--- src/sde_pkg.sv ---
`timescale 1ns / 1ps
`default_nettype none

package sde_pkg;

  // Operation codes of an input request.
  localparam logic [1:0] OP_SPIKE     = 2'd0;
  localparam logic [1:0] OP_ATTRIBUTE = 2'd1;
  localparam logic [1:0] OP_GROUP_END = 2'd2;
  localparam logic [1:0] OP_TERMINATE = 2'd3;

  // Status codes of a result word.
  localparam logic [1:0] STAT_OK       = 2'd0;
  localparam logic [1:0] STAT_ORDER    = 2'd1;
  localparam logic [1:0] STAT_OVERFLOW = 2'd2;

  // Field and state widths.
  localparam int NEURON_W = 24;
  localparam int SLICE_W  = 3;
  localparam int GSIZE_W  = 25;
  localparam int POS_W    = 27;
  localparam int CARRY_W  = 37;
  localparam int DELTA_W  = 38;
  localparam int OUT_W    = 32;

  // Most words one delta may expand into.
  localparam int MAX_WORDS = 33;

  // Command queue between the front and the back.
  localparam int QUEUE_DEPTH = 4;
  localparam int QUEUE_IDX_W = 2;
  localparam int QUEUE_CNT_W = 3;

  // One command for the back: either a delta to split into escape words,
  // or one word to send as it is.
  typedef struct packed {
    logic                 is_delta;
    logic [DELTA_W-1:0]   value;
    logic [1:0]           status;
  } cmd_t;

endpackage

`default_nettype wire

--- src/sde_in_if.sv ---
`timescale 1ns / 1ps
`default_nettype none

interface sde_in_if;
  logic                          valid;
  logic                          ready;
  logic [1:0]                    operation;
  logic [sde_pkg::NEURON_W-1:0]  neuron_index;
  logic [sde_pkg::SLICE_W-1:0]   slice_index;
  logic [sde_pkg::GSIZE_W-1:0]   group_size;
  logic [31:0]                   attribute_word;

  modport source (output valid, output operation, output neuron_index, output slice_index,
                  output group_size, output attribute_word, input ready);
  modport sink (input valid, input operation, input neuron_index, input slice_index,
                input group_size, input attribute_word, output ready);
endinterface

`default_nettype wire

--- src/sde_out_if.sv ---
`timescale 1ns / 1ps
`default_nettype none

interface sde_out_if;
  logic                       valid;
  logic                       ready;
  logic [sde_pkg::OUT_W-1:0]  word;
  logic                       last;
  logic [1:0]                 status;

  modport source (output valid, output word, output last, output status, input ready);
  modport sink (input valid, input word, input last, input status, output ready);
endinterface

`default_nettype wire

--- src/sde_front.sv ---
`timescale 1ns / 1ps
`default_nettype none

module sde_front #(
  parameter int MIN_DELAY = 8,
  parameter int WORD_BITS = 32
) (
  input  wire logic                          clk,
  input  wire logic                          rst_n,
  input  wire logic                          in_valid,
  output logic                               in_ready,
  input  wire logic [1:0]                    in_operation,
  input  wire logic [sde_pkg::NEURON_W-1:0]  in_neuron_index,
  input  wire logic [sde_pkg::SLICE_W-1:0]   in_slice_index,
  input  wire logic [sde_pkg::GSIZE_W-1:0]   in_group_size,
  input  wire logic [31:0]                   in_attribute_word,
  input  wire logic                          q_full,
  output logic                               push,
  output sde_pkg::cmd_t                      push_cmd
);

  localparam logic [sde_pkg::DELTA_W-1:0] ESC_VALUE =
    (sde_pkg::DELTA_W'(1) << WORD_BITS) - sde_pkg::DELTA_W'(2);
  localparam logic [sde_pkg::DELTA_W-1:0] DELTA_MAX =
    ESC_VALUE * sde_pkg::DELTA_W'(sde_pkg::MAX_WORDS) - sde_pkg::DELTA_W'(1);
  localparam logic [31:0] WORD_MASK = 32'((64'd1 << WORD_BITS) - 64'd1);
  localparam logic [6:0]  MIN_DELAY_V = 7'(MIN_DELAY);
  localparam logic [sde_pkg::DELTA_W-1:0] CARRY_MAX =
    {1'b0, {sde_pkg::CARRY_W{1'b1}}};

  // Stage one: position, span and range checks, independent of state.
  logic                           v1_r;
  logic [1:0]                     op1_r;
  logic [sde_pkg::POS_W:0]        pos1_r;
  logic                           bad1_r;
  logic [31:0]                    span1_r;
  logic [31:0]                    attr1_r;

  logic [sde_pkg::POS_W:0]        pos_calc;
  logic                           bad_calc;
  logic [31:0]                    span_calc;

  // Encoder state.
  logic [sde_pkg::POS_W-1:0]      last_r, last_nxt;
  logic [sde_pkg::CARRY_W-1:0]    carry_r, carry_nxt;

  logic                           adv;
  logic [sde_pkg::DELTA_W-1:0]    delta_raw;
  logic [31:0]                    add_span;
  logic [sde_pkg::DELTA_W-1:0]    carry_sum;

  assign pos_calc = (sde_pkg::POS_W+1)'(in_neuron_index)
                  + (sde_pkg::POS_W+1)'(in_group_size) * (sde_pkg::POS_W+1)'(in_slice_index);
  assign span_calc = 32'(in_group_size) * 32'(MIN_DELAY);
  assign bad_calc = ({1'b0, in_neuron_index} >= in_group_size)
                  || ({4'b0, in_slice_index} >= MIN_DELAY_V)
                  || pos_calc[sde_pkg::POS_W];

  assign adv      = v1_r && !q_full;
  assign in_ready = !v1_r || adv;

  always_ff @(posedge clk) begin
    if (!rst_n) begin
      v1_r <= 1'b0;
    end else if (in_ready) begin
      v1_r <= in_valid;
    end
    if (in_ready && in_valid) begin
      op1_r   <= in_operation;
      pos1_r  <= pos_calc;
      bad1_r  <= bad_calc;
      span1_r <= span_calc;
      attr1_r <= in_attribute_word & WORD_MASK;
    end
  end

  // Stage two: state update and command build.
  assign delta_raw = sde_pkg::DELTA_W'(pos1_r) + sde_pkg::DELTA_W'(carry_r)
                   - sde_pkg::DELTA_W'(last_r);
  assign add_span  = (span1_r > 32'(last_r)) ? span1_r - 32'(last_r) : 32'd0;
  assign carry_sum = sde_pkg::DELTA_W'(carry_r) + sde_pkg::DELTA_W'(add_span);

  always_comb begin
    logic [sde_pkg::DELTA_W-1:0] dval;
    dval      = '0;
    push      = 1'b0;
    push_cmd  = '0;
    last_nxt  = last_r;
    carry_nxt = carry_r;
    case (op1_r)
      sde_pkg::OP_SPIKE: begin
        push = adv;
        if (bad1_r || (pos1_r < {1'b0, last_r})) begin
          push_cmd.status = sde_pkg::STAT_ORDER;
        end else begin
          push_cmd.is_delta = 1'b1;
          if (delta_raw > DELTA_MAX) begin
            push_cmd.value  = DELTA_MAX;
            push_cmd.status = sde_pkg::STAT_OVERFLOW;
          end else begin
            push_cmd.value  = delta_raw;
          end
          last_nxt  = pos1_r[sde_pkg::POS_W-1:0];
          carry_nxt = '0;
        end
      end
      sde_pkg::OP_ATTRIBUTE: begin
        push           = adv;
        push_cmd.value = sde_pkg::DELTA_W'(attr1_r);
      end
      sde_pkg::OP_GROUP_END: begin
        last_nxt = '0;
        if (carry_sum > CARRY_MAX) begin
          push            = adv;
          push_cmd.status = sde_pkg::STAT_OVERFLOW;
          carry_nxt       = {sde_pkg::CARRY_W{1'b1}};
        end else begin
          carry_nxt       = carry_sum[sde_pkg::CARRY_W-1:0];
        end
      end
      default: begin
        // Terminate: the carry goes out as one last delta.
        push              = adv;
        push_cmd.is_delta = 1'b1;
        dval              = sde_pkg::DELTA_W'(carry_r);
        if (dval > DELTA_MAX) begin
          push_cmd.value  = DELTA_MAX;
          push_cmd.status = sde_pkg::STAT_OVERFLOW;
        end else begin
          push_cmd.value  = dval;
        end
        last_nxt  = '0;
        carry_nxt = '0;
      end
    endcase
  end

  always_ff @(posedge clk) begin
    if (!rst_n) begin
      last_r  <= '0;
      carry_r <= '0;
    end else if (adv) begin
      last_r  <= last_nxt;
      carry_r <= carry_nxt;
    end
  end

endmodule

`default_nettype wire

--- src/sde_queue.sv ---
`timescale 1ns / 1ps
`default_nettype none

module sde_queue (
  input  wire logic           clk,
  input  wire logic           rst_n,
  input  wire logic           push,
  input  wire sde_pkg::cmd_t  push_cmd,
  output logic                full,
  input  wire logic           pop,
  output logic                q_valid,
  output sde_pkg::cmd_t       q_cmd
);

  sde_pkg::cmd_t                      entry_r [sde_pkg::QUEUE_DEPTH];
  logic [sde_pkg::QUEUE_IDX_W-1:0]    wr_ptr_r;
  logic [sde_pkg::QUEUE_IDX_W-1:0]    rd_ptr_r;
  logic [sde_pkg::QUEUE_CNT_W-1:0]    count_r;

  assign full    = (count_r == sde_pkg::QUEUE_CNT_W'(sde_pkg::QUEUE_DEPTH));
  assign q_valid = (count_r != '0);
  assign q_cmd   = entry_r[rd_ptr_r];

  always_ff @(posedge clk) begin
    if (!rst_n) begin
      wr_ptr_r <= '0;
      rd_ptr_r <= '0;
      count_r  <= '0;
    end else begin
      if (push) begin
        wr_ptr_r <= wr_ptr_r + 1'b1;
      end
      if (pop) begin
        rd_ptr_r <= rd_ptr_r + 1'b1;
      end
      if (push && !pop) begin
        count_r <= count_r + 1'b1;
      end else if (pop && !push) begin
        count_r <= count_r - 1'b1;
      end
    end
    if (push) begin
      entry_r[wr_ptr_r] <= push_cmd;
    end
  end

endmodule

`default_nettype wire

--- src/sde_back.sv ---
`timescale 1ns / 1ps
`default_nettype none

module sde_back #(
  parameter int WORD_BITS = 32
) (
  input  wire logic                       clk,
  input  wire logic                       rst_n,
  input  wire logic                       q_valid,
  input  wire sde_pkg::cmd_t              q_cmd,
  output logic                            pop,
  output logic                            out_valid,
  input  wire logic                       out_ready,
  output logic [sde_pkg::OUT_W-1:0]       out_word,
  output logic                            out_last,
  output logic [1:0]                      out_status
);

  localparam logic [sde_pkg::DELTA_W-1:0] ESC_VALUE =
    (sde_pkg::DELTA_W'(1) << WORD_BITS) - sde_pkg::DELTA_W'(2);

  sde_pkg::cmd_t  cur_r;
  logic           cur_v_r;
  logic           esc;
  logic           fire;

  // A delta at or above the escape value sends one escape word per cycle while the output is ready.
  assign esc        = cur_r.is_delta && (cur_r.value >= ESC_VALUE);
  assign out_valid  = cur_v_r;
  assign out_word   = esc ? ESC_VALUE[sde_pkg::OUT_W-1:0] : cur_r.value[sde_pkg::OUT_W-1:0];
  assign out_last   = !esc;
  assign out_status = cur_r.status;
  assign fire       = out_valid && out_ready;
  assign pop        = q_valid && (!cur_v_r || (fire && !esc));

  always_ff @(posedge clk) begin
    if (!rst_n) begin
      cur_v_r <= 1'b0;
    end else if (pop) begin
      cur_v_r <= 1'b1;
    end else if (fire && !esc) begin
      cur_v_r <= 1'b0;
    end
    if (pop) begin
      cur_r <= q_cmd;
    end else if (fire && esc) begin
      cur_r.value <= cur_r.value - ESC_VALUE;
    end
  end

endmodule

`default_nettype wire

--- src/spike_delta_encoder.sv ---
// Spike delta encoder. Each request is a spike, an attribute word, a group end
// or a terminate. A spike at neuron n in delay slice s sits at position
// n + group_size*s in its group, and the block emits the distance from the last
// position plus any carry as a stream word; a distance of 2^WORD_BITS-2 or more
// is first split into escape words of that value, so one spike can give up to
// 33 words. Attribute words pass through masked to WORD_BITS. A group end adds
// the group's unused span to the carry and gives a result only when the carry
// saturates (status 2). A terminate emits the carry and clears the state. A spike
// that is out of range or goes backwards gives a single zero word with status 1
// and leaves the state alone. The last output word of every request has last set.
// Timing: a request is taken every cycle while the four-entry command queue has
// room. The front spends two register stages per request (position, then state
// update); the back sends one word per cycle while the receiver is ready, and the
// back's single output port sets the sustained rate. The first word passes
// through the stage-one register, the command queue and the back's output
// register before it is presented.
`timescale 1ns / 1ps
`default_nettype none

module spike_delta_encoder #(
  parameter int MIN_DELAY = 8,
  parameter int WORD_BITS = 32
) (
  input  wire logic   clk,
  input  wire logic   rst_n,
  sde_in_if.sink      in_chan,
  sde_out_if.source   out_chan
);

  // Escape word value, used by the checks below.
  localparam logic [sde_pkg::OUT_W-1:0] ESC_WORD =
    sde_pkg::OUT_W'((64'd1 << WORD_BITS) - 64'd2);

  logic           q_full;
  logic           push;
  sde_pkg::cmd_t  push_cmd;
  logic           pop;
  logic           q_valid;
  sde_pkg::cmd_t  q_cmd;

  // The front computes positions and keeps the last position and the carry;
  // it turns each request into at most one command.
  sde_front #(
    .MIN_DELAY (MIN_DELAY),
    .WORD_BITS (WORD_BITS)
  ) u_front (
    .clk               (clk),
    .rst_n             (rst_n),
    .in_valid          (in_chan.valid),
    .in_ready          (in_chan.ready),
    .in_operation      (in_chan.operation),
    .in_neuron_index   (in_chan.neuron_index),
    .in_slice_index    (in_chan.slice_index),
    .in_group_size     (in_chan.group_size),
    .in_attribute_word (in_chan.attribute_word),
    .q_full            (q_full),
    .push              (push),
    .push_cmd          (push_cmd)
  );

  // The queue lets the front keep taking requests while the back works
  // through a long escape run or waits on the output.
  sde_queue u_queue (
    .clk      (clk),
    .rst_n    (rst_n),
    .push     (push),
    .push_cmd (push_cmd),
    .full     (q_full),
    .pop      (pop),
    .q_valid  (q_valid),
    .q_cmd    (q_cmd)
  );

  // The back holds the current command in its output register and expands a
  // delta into escape words and a final word.
  sde_back #(
    .WORD_BITS (WORD_BITS)
  ) u_back (
    .clk        (clk),
    .rst_n      (rst_n),
    .q_valid    (q_valid),
    .q_cmd      (q_cmd),
    .pop        (pop),
    .out_valid  (out_chan.valid),
    .out_ready  (out_chan.ready),
    .out_word   (out_chan.word),
    .out_last   (out_chan.last),
    .out_status (out_chan.status)
  );

  // The front never writes into a full queue.
  assert property (@(posedge clk) disable iff (!rst_n) push |-> !q_full)
    else $error("command pushed into a full queue");

  // An escape run is never cut short: after a word that is not the last one,
  // another word of the same request follows.
  assert property (@(posedge clk) disable iff (!rst_n)
    (out_chan.valid && out_chan.ready && !out_chan.last) |=> out_chan.valid)
    else $error("escape run ended without a final word");

  // A word that is not the last one is always an escape word of a delta.
  assert property (@(posedge clk) disable iff (!rst_n)
    (out_chan.valid && !out_chan.last) |->
      (out_chan.word == ESC_WORD && out_chan.status != sde_pkg::STAT_ORDER))
    else $error("non-final word is not an escape word");

endmodule

`default_nettype wire
--- src/flat_wrapper.sv ---
// flat-port wrapper written by rule: the top's interface ports become plain ports
module spike_delta_encoder_flat 
#(
  parameter int MIN_DELAY = 8,
  parameter int WORD_BITS = 32
)
  (clk, rst_n, in_chan_valid, in_chan_operation, in_chan_neuron_index, in_chan_slice_index, in_chan_group_size, in_chan_attribute_word, in_chan_ready, out_chan_valid, out_chan_word, out_chan_last, out_chan_status, out_chan_ready);
  sde_in_if in_chan_i ();
  sde_out_if out_chan_i ();
  input  wire logic clk;
  input  wire logic rst_n;
  input wire logic [$bits(in_chan_i.valid)-1:0] in_chan_valid;
  input wire logic [$bits(in_chan_i.operation)-1:0] in_chan_operation;
  input wire logic [$bits(in_chan_i.neuron_index)-1:0] in_chan_neuron_index;
  input wire logic [$bits(in_chan_i.slice_index)-1:0] in_chan_slice_index;
  input wire logic [$bits(in_chan_i.group_size)-1:0] in_chan_group_size;
  input wire logic [$bits(in_chan_i.attribute_word)-1:0] in_chan_attribute_word;
  output wire logic [$bits(in_chan_i.ready)-1:0] in_chan_ready;
  output wire logic [$bits(out_chan_i.valid)-1:0] out_chan_valid;
  output wire logic [$bits(out_chan_i.word)-1:0] out_chan_word;
  output wire logic [$bits(out_chan_i.last)-1:0] out_chan_last;
  output wire logic [$bits(out_chan_i.status)-1:0] out_chan_status;
  input wire logic [$bits(out_chan_i.ready)-1:0] out_chan_ready;
  assign in_chan_i.valid = in_chan_valid;
  assign in_chan_i.operation = in_chan_operation;
  assign in_chan_i.neuron_index = in_chan_neuron_index;
  assign in_chan_i.slice_index = in_chan_slice_index;
  assign in_chan_i.group_size = in_chan_group_size;
  assign in_chan_i.attribute_word = in_chan_attribute_word;
  assign in_chan_ready = in_chan_i.ready;
  assign out_chan_valid = out_chan_i.valid;
  assign out_chan_word = out_chan_i.word;
  assign out_chan_last = out_chan_i.last;
  assign out_chan_status = out_chan_i.status;
  assign out_chan_i.ready = out_chan_ready;
  spike_delta_encoder #(.MIN_DELAY(MIN_DELAY), .WORD_BITS(WORD_BITS)) u_core (.clk(clk), .rst_n(rst_n), .in_chan(in_chan_i), .out_chan(out_chan_i));
endmodule
--- config.mk ---
export PLATFORM = sky130hd
export DESIGN_NAME = spike_delta_encoder_flat
export DESIGN_NICKNAME = d
export VERILOG_FILES = /design/src/sde_pkg.sv /design/src/sde_in_if.sv /design/src/sde_out_if.sv /design/src/sde_front.sv /design/src/sde_queue.sv /design/src/sde_back.sv /design/src/spike_delta_encoder.sv /design/src/flat_wrapper.sv
export SDC_FILE = /design/constraint.sdc
export NUM_CORES = 1
export LEC_CHECK = 0
export BUFFER_PORTS_ARGS = -buffer_cell sky130_fd_sc_hd__buf_2
export CORE_MARGIN = 3
export CORE_UTILIZATION = 35
export CTS_BUF_LIST = sky130_fd_sc_hd__clkbuf_8 sky130_fd_sc_hd__clkbuf_16
export CTS_CLUSTER_DIAMETER = 80
export CTS_CLUSTER_SIZE = 16
export DETAILED_ROUTE_END_ITERATION = 8
export GPL_ROUTABILITY_DRIVEN = 0
export PLACE_DENSITY = 0.59
export SLEW_MARGIN = 10
export SYNTH_ARGS = -nofsm -noshare
export SYNTH_HDL_FRONTEND = slang
export SYNTH_SLANG_ARGS = --single-unit
--- constraint.sdc ---
create_clock -name clk -period 7.8 [get_ports clk]
set_input_delay 0.78 -clock clk [delete_from_list [all_inputs] [get_ports clk]]
set_output_delay 0.78 -clock clk [all_outputs]
set_load 0.05 [all_outputs]
==> results of run 1 <==
-- worst max path at each step --
stage / slack (ns) / end / cells past startpoint
2_1_floorplan: 1.10 / u_core.u_queue.entry_r[0][0] / 26
3_3_place_gp: 0.77 / u_core.u_queue.count_r[2] / 30
3_5_place_dp: 0.74 / u_core.u_queue.count_r[2] / 30
4_1_cts: 0.65 / u_core.u_queue.count_r[2] / 30
5_1_grt: 0.09 / u_core.u_queue.count_r[2] / 30
6_report: 0.58 / u_core.u_queue.count_r[2] / 30
-- synth_stat cells (55+ instances only) --
library cell,instances
edfxtp_1,293
inv_1,261
nand2_1,224
nor2_1,216
ha_1,193
a21oi_1,182
o21ai_0,99
a21o_1,77
dfxtp_1,75
fa_1,75
clkbuf_1,71
xnor2_1,70
xor2_1,55
-- metrics by stage --
stage / instance area [sq um] / power, mW
final: 28200 / 8.69
after global routing: 28200 / 9.31
after CTS: 28200 / 8.72
after detailed placement: 27200 / 7.14
after global placement: 27200 / 7.07
after floorplan: 25500 / 6.09
-- metal layers --
layer	vias to the layer above	GRT usage [%]
met3	80	1.71
met5	-	0
met2	543	26.7
met1	9243	24.7
met4	0	3.93
li1	9256	-
-- layout by cell type (no fill, tap or decap), types with 9 or more instances in the layout --
cell,count
nor3_1,39
a211o_1,9
buf_4,21
nand3_1,43
ha_1,192
clkbuf_16,32
nor2_1,216
or3_1,15
edfxtp_1,293
a211oi_1,30
mux4_2,41
nand4_1,28
xor2_1,55
o21a_1,30
a21o_1,77
nand2_1,224
o21bai_1,13
o211ai_1,19
a2111oi_2,10
a21oi_1,182
nor2b_1,24
a22oi_1,37
a31oi_1,15
fa_1,75
buf_2,126
and3_1,22
nor3b_1,11
dfxtp_1,74
nand2b_1,52
and4_1,10
inv_1,275
o31ai_1,13
and2_1,24
xnor2_1,70
o21ai_0,99
-- critical path: cells and delay by family, from the launching register on --
family	cells	cell delay, ns
simple gates	9	1.78
compound gates	13	3.50
xor+xnor	1	0.07
buf+inv	3	0.36
flops	1	0.39
fa+ha+maj	4	1.01
-- registers in the layout, summed over array words and instances (netlist names), 3 cells and up, named ones only --
name                    flops
u_core.u_queue.entry_r    164
u_core.u_back.cur_r        39
u_core.u_front.carry_r     37
u_core.u_front.attr1_r     32
u_core.u_front.pos1_r      28
u_core.u_front.last_r      27
u_core.u_front.span1_r     25
u_core.u_queue.count_r      3
-- power by group --
group / internal, mW / switching, mW / total (mW)
Sequential: 2.59 / 0.236 / 2.82
Combinational: 1.61 / 2.70 / 4.32
Clock: 0.809 / 0.747 / 1.56
-- kinds of logic after synthesis --
logic type | after synthesis
compound gates | 611
xor+xnor | 126
fa+ha+maj | 268
buf+inv | 354
flops | 368
mux | 52
simple gates | 756
-- cell type report --
type | count | share of cell area, %
Timing Repair Buffer | 152 | 3.15
Multi-Input combinational cell | 1813 | 49.1
Tap cell | 950 | 4.21
Clock inverter | 26 | 0.745
Sequential cell | 368 | 36.5
Clock buffer | 32 | 2.84
Inverter | 262 | 3.49
==> impl_metrics.env, run 1 <==
export IMPL_seq_area_sq_um=10300
export IMPL_fin_setup_tns_ns=0
export IMPL_cp_startpoint="u_core.u_front.last_r[3]"
export IMPL_wire_per_inst_um=18.0
export IMPL_postCtsResizedCells=0
export IMPL_timing_rr_start="u_core.u_front.last_r[3]"
export IMPL_slowest_stage="o41ai_1"
export IMPL_cts_hold_buf=0
export IMPL_clock_root_buffer="clkbuf_16"
export IMPL_max_cap_violations=0
export IMPL_ys_async_sr_fraction_pct=0
export IMPL_finalSetupViolations=0
export IMPL_synth_top_family_by_area="compound AO/OA/AOI/OAI gates"
export IMPL_wl_met1_um=31200
export IMPL_nNetsFinal=2986
export IMPL_antenna_found_initial=0
export IMPL_top_layer="met4"
export IMPL_cts_setup_buffers=0
export IMPL_powerDensity_nw_per_um2=308
export IMPL_hp_class="in2reg"
export IMPL_antenna_cells=0
export IMPL_cp_required_ns=8.33
export IMPL_min_to="u_core.u_front.attr1_r[31]"
export IMPL_multi_input_area_sq_um=13800
export IMPL_area_growth_syn_to_layout_pct=10.7
export IMPL_synth_edf_count=293
export IMPL_fp_dieH_um=276
export IMPL_tightestPinTransition_ns=1.09
export IMPL_max_freq_mhz=138
export IMPL_start_kind="register"
export IMPL_synth_mux_area_share_pct=4.08
export IMPL_synthTopCellsByArea="edfxtp_1, ha_1, dfxtp_1"
export IMPL_synth_top_cell_area_share_pct=34.5
export IMPL_io_buffer_count=126
export IMPL_rows=98
export IMPL_fin_skew_ns=0.0217
export IMPL_rsz0062_at_grt="no"
export IMPL_ys_seq_area_share_pct=40.4
export IMPL_drc=0
export IMPL_clock_sinks=368
export IMPL_drt_total_wl_um=64800
export IMPL_syn_nets=2893
export IMPL_drive_above_1_share_pct=11.2
export IMPL_clockBufferDepth=3
export IMPL_num_io_pins=127
export IMPL_grt_usage_pct=16.8
export IMPL_drtPass1Iterations=5
export IMPL_die_area_sq_um=76100
export IMPL_path_class="reg2reg"
export IMPL_worstSkewPairLatency_ns=0.61
export IMPL_dp_slack_ns=0.738
export IMPL_timing_rr_end="u_core.u_queue.count_r[2]"
export IMPL_dr_wl_met3_um=3430
export IMPL_grt_pass1_vias=18868
export IMPL_hpwl_um=49900
export IMPL_synth_seq_cells=368
export IMPL_antenna_left=0
export IMPL_drt_initial_drc_count=1287
export IMPL_dp_cells=3545
export IMPL_avgSynthCellArea_sq_um=10.1
export IMPL_htreeDepth=1
export IMPL_relSlewSlack_pct=27.4
export IMPL_endpoint_kind="register"
export IMPL_grt_max_degree=72
export IMPL_worst_r2r_setup_slack_ns=0.58
export IMPL_die_w_um=276
export IMPL_slowest_delay_ns=0.62
export IMPL_fin_util_pct=39.3
export IMPL_wl_met2_um=28600
export IMPL_final_hold_violation_count=0
export IMPL_min_from="in_chan_attribute_word[31]"
export IMPL_hold_depth=1
export IMPL_grt_pass1_wl_um=103000
export IMPL_ys_flop_type="edfxtp_1"
export IMPL_overflow=0
export IMPL_synthCells=2535
export IMPL_fin_hold_ws_ns=0.350
export IMPL_min_period_ns=7.22
export IMPL_cpMostUsedCell="a21oi_1"
export IMPL_finalMaxSlewViolations=0
export IMPL_synthXorXnorAreaFrac_pct=4.40
export IMPL_fillers=7067
export IMPL_reg2regPathDepth=30
export IMPL_vdd_drop_max_uv=370
export IMPL_vias=19122
export IMPL_cp_arrival_ns=7.75
export IMPL_synth_area_leader_cell="edfxtp_1"
export IMPL_synthDistinctLibCells=96
export IMPL_yosys_warnings=0
export IMPL_core_area_sq_um=71900
export IMPL_crit_path_max_fanout=5
export IMPL_fin_ws_ns=0.578
export IMPL_cts_inserted_buffers=31
export IMPL_via_per_inst=5.31
export IMPL_synthSimpleGateAreaFrac_pct=14.3
export IMPL_clk_pin_slew_ns=0.07
export IMPL_cellLeakagePower_nw=11.5
export IMPL_stdcell_count=3603
export IMPL_synth_compound_area_share_pct=16.0
export IMPL_synth_area_sq_um=25500
export IMPL_tritoncts="done"
export IMPL_status="finished clean"
export IMPL_post_route_period_util_pct=92.6
export IMPL_start_util_pct=35.5
export IMPL_synthAdderAreaFrac_pct=15.4
Note: power is estimated with default switching activity, not from simulation.
==> run 2, diff against run 1 <==
CELL_PAD_IN_SITES_DETAIL_PLACEMENT = 0   (was default)
CELL_PAD_IN_SITES_GLOBAL_PLACEMENT = 1   (was default)
CTS_CLUSTER_SIZE = 28   (was 16)
PLACE_DENSITY = 0.7   (was 0.59)
clock period = 6.8 ns   (was 7.8 ns; I/O delays follow)
==> impl_metrics.env, run 2 (synthesis gave the netlist of run 1 again) <==
export IMPL_nNetsFinal=3010
export IMPL_crit_cells=30
export IMPL_cts_hold_buf=0
export IMPL_cp_arrival_ns=6.96
export IMPL_fp_dieH_um=276
export IMPL_drt_initial_drc_count=1162
export IMPL_grt_max_degree=72
export IMPL_total_power_mw=9.77
export IMPL_fillers=7169
export IMPL_fin_ws_ns=0.334
export IMPL_antenna_cells=0
export IMPL_via_per_inst=5.24
export IMPL_antenna_left=0
export IMPL_grt_pass1_vias=19075
export IMPL_final_cell_mix="edfxtp_1, inv_1, nand2_1, nor2_1, ha_1"
export IMPL_drt_total_wl_um=65500
export IMPL_dp_slack_ns=-0.00882
export IMPL_clock_sinks=368
export IMPL_wire_per_inst_um=18.1
export IMPL_die_w_um=276
export IMPL_tightestPinTransition_ns=0.936
export IMPL_powerDensity_nw_per_um2=345
export IMPL_drc=0
export IMPL_slowest_stage="or4_1"
export IMPL_top_regs="u_core.u_queue.entry_r: 164 flops, u_core.u_back.cur_r: 39 flops, u_core.u_front.carry_r: 37 flops"
export IMPL_timing_rr_end="u_core.u_queue.count_r[2]"
export IMPL_num_io_pins=127
export IMPL_hp_class="in2reg"
export IMPL_max_freq_mhz=155
export IMPL_clockBufferDepth=3
export IMPL_cp_required_ns=7.29
export IMPL_drive_above_1_share_pct=12.7
export IMPL_finalSetupViolations=0
export IMPL_status="finished clean"
export IMPL_crit_buf_inv=2
export IMPL_clock_root_buffer="clkbuf_16"
export IMPL_final_common_cell="edfxtp_1"
export IMPL_slowest_delay_ns=0.53
export IMPL_final_hold_violation_count=0
export IMPL_drtPass1Iterations=8
export IMPL_max_cap_violations=0
export IMPL_relSlewSlack_pct=37.6
export IMPL_area_growth_syn_to_layout_pct=11.1
export IMPL_cts_inserted_buffers=23
export IMPL_min_period_ns=6.47
export IMPL_start_kind="register"
export IMPL_htreeDepth=1
export IMPL_rows=98
export IMPL_antenna_found_initial=0
export IMPL_fin_util_pct=39.4
export IMPL_clk_pin_slew_ns=0.10
export IMPL_start_util_pct=35.5
export IMPL_finalMaxSlewViolations=0
export IMPL_overflow=0
export IMPL_vias=18978
export IMPL_core_area_sq_um=71900
export IMPL_hpwl_um=52100
export IMPL_cellLeakagePower_nw=11.5
export IMPL_vdd_drop_max_uv=273
export IMPL_grt_usage_pct=17.2
export IMPL_worstSkewPairLatency_ns=0.58
export IMPL_cp_startpoint="u_core.u_front.span1_r[3]"
export IMPL_io_buffer_count=126
export IMPL_crit_end="u_core.u_queue.count_r[2]"
export IMPL_endpoint_kind="register"
export IMPL_fin_skew_ns=0.0481
export IMPL_largest_register="u_core.u_queue.entry_r"
export IMPL_path_class="reg2reg"
export IMPL_grt_pass1_wl_um=104000
export IMPL_critical_path_top_delay_family="compound AO/OA/AOI/OAI gates"
export IMPL_timing_rr_start="u_core.u_front.span1_r[3]"
export IMPL_post_route_period_util_pct=95.1
export IMPL_largest_reg_flops=164
export IMPL_worst_r2r_setup_slack_ns=0.33
export IMPL_tritoncts="done"
export IMPL_fin_setup_tns_ns=0
export IMPL_crit_path_max_fanout=4
export IMPL_die_area_sq_um=76100
export IMPL_reg2regPathDepth=30
==> run 2: cell types whose count changed in the layout (fill, tap and decap cells not counted), sizes merged <==
| cell | previous run | this run |
|---|---|---|
| inv | 281 | 275 |
| clkbuf | 32 | 24 |
| clkinvlp | 0 | 1 |
| bufinv | 2 | 0 |
| buf | 152 | 184 |
| clkinv | 5 | 4 |
==> run 2: power breakdown <==
group | switching, mW | total, mW | internal (mW)
Sequential | 0.287 | 3.25 | 2.96
Clock | 0.865 | 1.57 | 0.701
Combinational | 3.08 | 4.95 | 1.88
Total | 4.23 | 9.77 | 5.54
==> run 2: how the worst min path moves through the flow <==
stage / endpoint / cells past startpoint / slack (ns) / start
after floorplan: u_core.u_front.carry_r[12] / 2 / 0.45 / u_core.u_front.carry_r[12]
after global placement: u_core.u_front.carry_r[25] / 2 / 0.47 / u_core.u_front.carry_r[25]
after detailed placement: u_core.u_front.carry_r[25] / 2 / 0.48 / u_core.u_front.carry_r[25]
after CTS: u_core.u_front.attr1_r[6] / 1 / 0.23 / in_chan_attribute_word[6]
after global routing: u_core.u_front.attr1_r[1] / 1 / 0.24 / in_chan_attribute_word[1]
final: u_core.u_front.attr1_r[1] / 1 / 0.27 / in_chan_attribute_word[1]
==> run 2: cell type report <==
cell class	instances	area, sq um	area share (%)
clock buffers	24	589	2.08
clock inverters	18	235	0.831
inverters	262	983	3.47
multi-input cells	1813	13900	49.1
flip-flops and latches	368	10300	36.4
well taps	950	1190	4.20
repair buffers	184	1120	3.94
==> run 2: per-layer routing <==
metal	track usage, %	wire length [um]
met1	24.7	31400
met2	27.7	29000
met3	1.51	3190
met4	5.05	1950
met5	0	0
==> run 2: repair_timing <==
item	4_1_cts	5_1_grt
resized for setup	1	16
buffers inserted	0	2
setup endpoints to repair	2	147
pin swaps	0	5
==> run 2: per-stage QoR <==
| step | hold WS (ns) | cells | instance area, sq um |
|---|---|---|---|
| after floorplan | 0.449 | 2535 | 25500 |
| after global placement | 0.467 | 3575 | 27400 |
| after detailed placement | 0.476 | 3575 | 27400 |
| after CTS | 0.233 | 3617 | 28200 |
| after global routing | 0.236 | 3619 | 28300 |
| final | 0.268 | 3619 | 28300 |
